## src/rtl/ckerng_pkg.sv

```systemverilog
// shared types and constants for the chacha20 key erasure random byte generator
// no dependencies
package ckerng_pkg;

	typedef enum logic [1:0] {
		OP_SEED   = 2'd0,
		OP_LAST   = 2'd1,
		OP_FINISH = 2'd2,
		OP_READ   = 2'd3
	} op_t;

	typedef struct packed {
		op_t        op;
		logic [7:0] data;
	} cmd_t;

	typedef struct packed {
		logic [7:0] rand_byte;
		logic       seeded;
	} res_t;

	typedef logic [15:0][31:0] blk_t;

	localparam int unsigned Q_DEPTH = 2;
	localparam int unsigned ROUNDS  = 20;

	localparam logic [31:0] SIGMA0 = 32'h61707865;
	localparam logic [31:0] SIGMA1 = 32'h3320646e;
	localparam logic [31:0] SIGMA2 = 32'h79622d32;
	localparam logic [31:0] SIGMA3 = 32'h6b206574;

	localparam logic [7:0] KEY_BYTES   = 8'd32;
	localparam logic [3:0] NONCE_BYTES = 4'd12;

	function automatic logic [31:0] rotl(input logic [31:0] v, input int unsigned c);
		rotl = (v << c) | (v >> (32 - c));
	endfunction

	// one quarter round on four words
	function automatic logic [127:0] qr(input logic [31:0] a, input logic [31:0] b,
			input logic [31:0] c, input logic [31:0] d);
		logic [31:0] ta, tb, tc, td;
		ta = a; tb = b; tc = c; td = d;
		ta = ta + tb; td = rotl(td ^ ta, 16);
		tc = tc + td; tb = rotl(tb ^ tc, 12);
		ta = ta + tb; td = rotl(td ^ ta, 8);
		tc = tc + td; tb = rotl(tb ^ tc, 7);
		qr = {ta, tb, tc, td};
	endfunction

	// one full round: column round on even steps, diagonal round on odd steps
	function automatic blk_t round_fn(input blk_t x, input logic diag);
		blk_t y;
		logic [127:0] r;
		y = x;
		if (!diag) begin
			for (int i = 0; i < 4; i++) begin
				r = qr(x[i], x[4 + i], x[8 + i], x[12 + i]);
				{y[i], y[4 + i], y[8 + i], y[12 + i]} = r;
			end
		end else begin
			for (int i = 0; i < 4; i++) begin
				r = qr(x[i], x[4 + (i + 1) % 4], x[8 + (i + 2) % 4], x[12 + (i + 3) % 4]);
				{y[i], y[4 + (i + 1) % 4], y[8 + (i + 2) % 4], y[12 + (i + 3) % 4]} = r;
			end
		end
		round_fn = y;
	endfunction

endpackage

```

## src/rtl/ckerng_front.sv

```systemverilog
// front part: input handshake and a short command queue
// depends on ckerng_pkg
module ckerng_front import ckerng_pkg::*; (
	input  logic clk,
	input  logic arst_n,
	input  logic in_valid,
	output logic in_ready,
	input  cmd_t in_cmd,
	output logic q_valid,
	input  logic q_ready,
	output cmd_t q_cmd
);

	cmd_t       mem_q [Q_DEPTH];
	logic       wptr_q, rptr_q;
	logic [1:0] cnt_q;
	logic       push, pop;

	assign in_ready = (cnt_q != 2'(Q_DEPTH));
	assign push     = in_valid && in_ready;
	assign q_valid  = (cnt_q != 2'd0);
	assign pop      = q_valid && q_ready;
	assign q_cmd    = mem_q[rptr_q];

	always_ff @(posedge clk) begin
		if (push) begin
			mem_q[wptr_q] <= in_cmd;
		end
	end

	always_ff @(posedge clk or negedge arst_n) begin
		if (!arst_n) begin
			wptr_q <= 1'b0;
			rptr_q <= 1'b0;
			cnt_q  <= 2'd0;
		end else begin
			if (push) begin
				wptr_q <= ~wptr_q;
			end
			if (pop) begin
				rptr_q <= ~rptr_q;
			end
			cnt_q <= cnt_q + 2'(push) - 2'(pop);
		end
	end

endmodule

```

## config.mk

```make
export PLATFORM = sky130hd
export DESIGN_NAME = ckerng_front
export DESIGN_NICKNAME = d
export VERILOG_FILES = /design/src/rtl/ckerng_pkg.sv /design/src/rtl/ckerng_front.sv
export SDC_FILE = /design/constraint.sdc
export NUM_CORES = 1
export LEC_CHECK = 0
export ABC_CLOCK_PERIOD_IN_PS = 2950
export BUFFER_PORTS_ARGS = -buffer_cell sky130_fd_sc_hd__buf_2
export CORE_MARGIN = 5
export CORE_UTILIZATION = 53
export DETAILED_ROUTE_END_ITERATION = 7
export PLACE_DENSITY = 0.9
export SLEW_MARGIN = 20
export SYNTH_ARGS = -nofsm -noshare
export SYNTH_HDL_FRONTEND = slang
export SYNTH_SLANG_ARGS = --single-unit
export TNS_END_PERCENT = 5
```

## constraint.sdc

```tcl
create_clock -name clk -period 2.95 [get_ports clk]
set_input_delay 0.59 -clock clk [delete_from_list [all_inputs] [get_ports clk]]
set_output_delay 0.59 -clock clk [all_outputs]
set_load 0.01 [all_outputs]
```

Word level (Yosys, flattened, before mapping)
Memories as Yosys holds them, arrays and structs flattened.
Index checks and enable logic that the tools add are counted.
Storage, ports and cells
  register bits after elaboration: 4
  bits in writable memories: 20
  bits of input ports: 14
  output and inout bits: 12
  logic and storage cells: 14
  memories: 1
Operators by class
  $add $sub $neg: 2
  equal/unequal tests: 1
  muxes and demuxes: 2
  bitwise gates (word level): 2
  reductions and logical operators: 3
Memory list
  mem_q: words 2, width 10, read ports 1, clocked after Yosys merged registers in 0, wr ports 1, line ckerng_front.sv:14  | cmd_t mem_q [Q_DEPTH];
Operator list (count)
  $add 2x1->2: 1
  $logic_and 1x1->1: 2
  $mux 1: 2
  $ne 2x2->1 const B: 1
  $not 1->1: 2
  $reduce_bool 2->1: 1
  $sub 2x1->2: 1

Longest topological paths before layout
  depth in word-level cells: 4
  mapped depth: 7
  gate-level depth less buffers: 7

Worst setup path before layout
Ideal clock, no wire load.
  path type: register to register
  start: register cnt_q[1]
  end: register cnt_q[1]
  library setup time: 0.123 ns
  arrival: 1.537 ns
  required time: 2.827 ns
  slack: 1.291 ns
  cell stages (with the launch flop): 8
  path buffers: 0
  cell sequence: dfrtp_1 or2_1 and2_4 ha_1 inv_1 ha_1 xnor2_1 xnor2_1
Between the ends
  elaborated cells between the ends (all ways): 6
  those cells by class: add/sub: 2; eq/ne: 1; reduce/logical: 3
RTL lines
  start: declaration: line ckerng_front.sv:16  | logic [1:0] cnt_q;
  start signal: assignment: line ckerng_front.sv:43  | cnt_q <= cnt_q + 2'(push) - 2'(pop);
  $reduce_bool 2->1: line ckerng_front.sv:21  | assign q_valid = (cnt_q != 2'd0);
  via q_valid: line ckerng_front.sv:9  | output logic q_valid,
  $logic_and 1x1->1: line ckerng_front.sv:22  | assign pop = q_valid && q_ready;
  via pop: line ckerng_front.sv:17  | logic push, pop;
  $sub 2x1->2: line ckerng_front.sv:43
The timed path passes the listed nets, and every way through them passes these cells.
A chain may end at the register's enable or synchronous reset.

==> results.yml <==
status:
  status: "finished clean"
clocking:
  postCtsSetupBuffers: 0
  clk_latency_ps: 300
  hold_buffers: 0
  h-tree-depth: 1
  cts_resized: 0
  clkTransAtPathRegs_ps: 120
  clock_sinks: 24
  cts_buffers: 3
  cts_max_path_buffers: 2
  root_buffer: "clkbuf_4"
  cts_tree: "yes"
cells_and_area:
  drive_above_1_share: 0.408
  syn_to_final_growth_pct: 19.4
  layout.cell_area.non_filler_sq_mm: 0.00109
  layout_common_cells: "buf_2, edfxtp_1, mux2_1, dfrtp_1"
  layout_commonest_cell: "buf_2"
  fin_nets: 93
  stdcell_count: 93
  antenna_cells: 0
setup_path:
  rrSetupSlack_ps: 1170
  crit_end: "q_cmd[9]"
  startpoint_type: "register"
  crit_path_cell_trace: "mux2_2, buf_2"
  crit_start: "rptr_q$_DFFE_PN0P_"
  end_kind: "output pin"
  cp_slowest_cell: "dfrtp_1"
  r2r_end: "cnt_q[1]$_DFF_PN0_"
  path_class: "register to output pin"
  worstPathArrival_ps: 1480
  critPathTopFamily: "flip-flops"
  cp_max_fo: 11
  rr_worst_depth: 7
  cp_slowest_stage_delay_ps: 650
  reg2reg_from: "cnt_q[1]$_DFF_PN0_"
  path_depth: 2
  critPathRequiredTime_ps: 2360
  critPathBufInv: 1
synthesis:
  yosysWarnings: 0
  synth_seq_area_share: 0.764
  muxShareOfSynthArea: 0.123
  syn_avg_cell_area_sq_um: 19.1
  synth_top_family_by_area: "multiplexers"
  synth_compound_area_frac: 0
  synth_nets: 64
  synth_fa_ha_area_frac: 0.0273
  netlist_instances: 48
  synth_seq_cells: 24
  synth_area_sq_um: 917
  synth-simple-area-share: 0.0382
  yosys.area_share.xor_xnor: 0.0382
  synth.distinct_cells: 15
drt:
  drt_wl_total_um: 1460
  post_drt_wl_per_cell_um: 15.7
  drcViolationCount: 0
  route.met2.wl_um: 791
  ant_nets: 0
  firstDrtPassIters: 2
  via_per_inst: 5.17
  via_count: 481
  wl_met3_um: 104
  drt-met1-wl_um: 540
  drt_iter0_markers: 3
  top_layer: "met4"
global_route:
  gr-total-overflow: 0
  grt_antenna_before_repair: 0
  grt_pass1_wl_um: 2300
  grt_max_degree: 14
  first_global_vias: 519
  grt_use_total: 0.127
floorplan:
  dieArea_sq_mm: 0.00266
  rows: 15
  die_y_um: 51.6
  start_util: 0.543
  core_sq_mm: 0.00169
  dieWidth_um: 51.6
  io_pins: 26
power:
  p_seq_frac: 0.519
  clkPwrFrac: 0.158
  comb_power_share: 0.322
  p_leak_nw: 0.441
  vdd.ir_drop.worst_mv: 0.480
  p_sw_w: 0.000315
  intPower_w: 0.000707
  p_sw_frac: 0.308
  powerDensity_mw_per_mm2: 934
sta:
  slew_headroom: 0.423
  fin_worst_skew_ps: 5.84
  setup_viol: 0
  final.setup.tns_ps: 0
  min_period_ps: 2070
  rsz0062_at_grt: "no"
  tightest_slew_ps: 862
  max_freq_mhz: 483
  period_share: 0.701
  finalHoldViolations: 0
  slew_violations: 0
placement:
  placedCellCount: 89
  gp_congestion: 0.708
  dpl.hpwl_um: 1130
  port_buffers: 25
  placedInstanceArea_sq_mm: 0.00106
run:
  maxCapViolations: 0
worst_hold_path:
  hp-class: "primary input to async pin"
## sequential cells by signal, indices dropped and copies added, names as in the netlist
signal / cells
cnt_q: 2
wptr_q: 1
rptr_q: 1
mem_q: 20
## synthesized netlist by cell type
library cell,number,area [sq um]
edfxtp_1,20,601
mux2_1,9,101
dfrtp_1,4,100
xnor2_1,3,26.3
ha_1,2,25.0
and2_4,1,8.76
and3_1,1,6.26
buf_2,1,5.00
inv_1,1,3.75
mux2_2,1,11.3
nand2_1,1,3.75
nand2b_1,1,6.26
nor2_1,1,3.75
or2_1,1,6.26
xor2_1,1,8.76
## power by group through the flow
stage	sequential (W)	clock (W)	combinational [W]
CTS	0.000533	0.000166	0.000340
floorplan	0.000503	0	0.000243
detailed placement	0.000541	0	0.000341
global route	0.000544	0.000180	0.000362
finish	0.000531	0.000162	0.000330
global placement	0.000532	0	0.000316
## metrics by stage
step           utilization  power, W  setup slack (ps)  hold WS (ps)
2_1_floorplan            -  0.000746              1290           294
3_3_place_gp         0.627  0.000848              1210           401
3_5_place_dp         0.627  0.000881              1090           398
4_1_cts              0.648   0.00104               855          58.4
5_1_grt              0.648   0.00109               778          49.6
6_report             0.648   0.00102               881          62.9
## area by class of cell
cell class,instances,area (sq um)
Sequential cell,24,701
Fill cell,129,594
Multi-Input combinational cell,22,208
Timing Repair Buffer,25,125
Clock buffer,4,36.3
Tap cell,17,21.3
Inverter,1,3.75
## cell families after synthesis
kind of cell	count (synthesis)
xor+xnor	4
fa+ha+maj	2
buf+inv	2
flops	24
mux	10
simple gates	6
## routing by layer
metal  vias to the layer above  GRT usage
li1                        234          -
met1                       227      0.135
met2                        16      0.222
met3                         4     0.0430
met4                         0     0.0655
met5                         -          0
## how the worst min path moves through the flow
stage | start | to | slack (ps) | depth (start not counted)
floorplan | arst_n | cnt_q[0]$_DFF_PN0_ | 290 | 0
global placement | arst_n | cnt_q[1]$_DFF_PN0_ | 400 | 1
detailed placement | arst_n | rptr_q$_DFFE_PN0P_ | 400 | 1
CTS | arst_n | cnt_q[0]$_DFF_PN0_ | 60 | 1
global route | arst_n | rptr_q$_DFFE_PN0P_ | 50 | 1
finish | arst_n | cnt_q[0]$_DFF_PN0_ | 60 | 1
No activity file was read; power rests on OpenSTA's default activity.
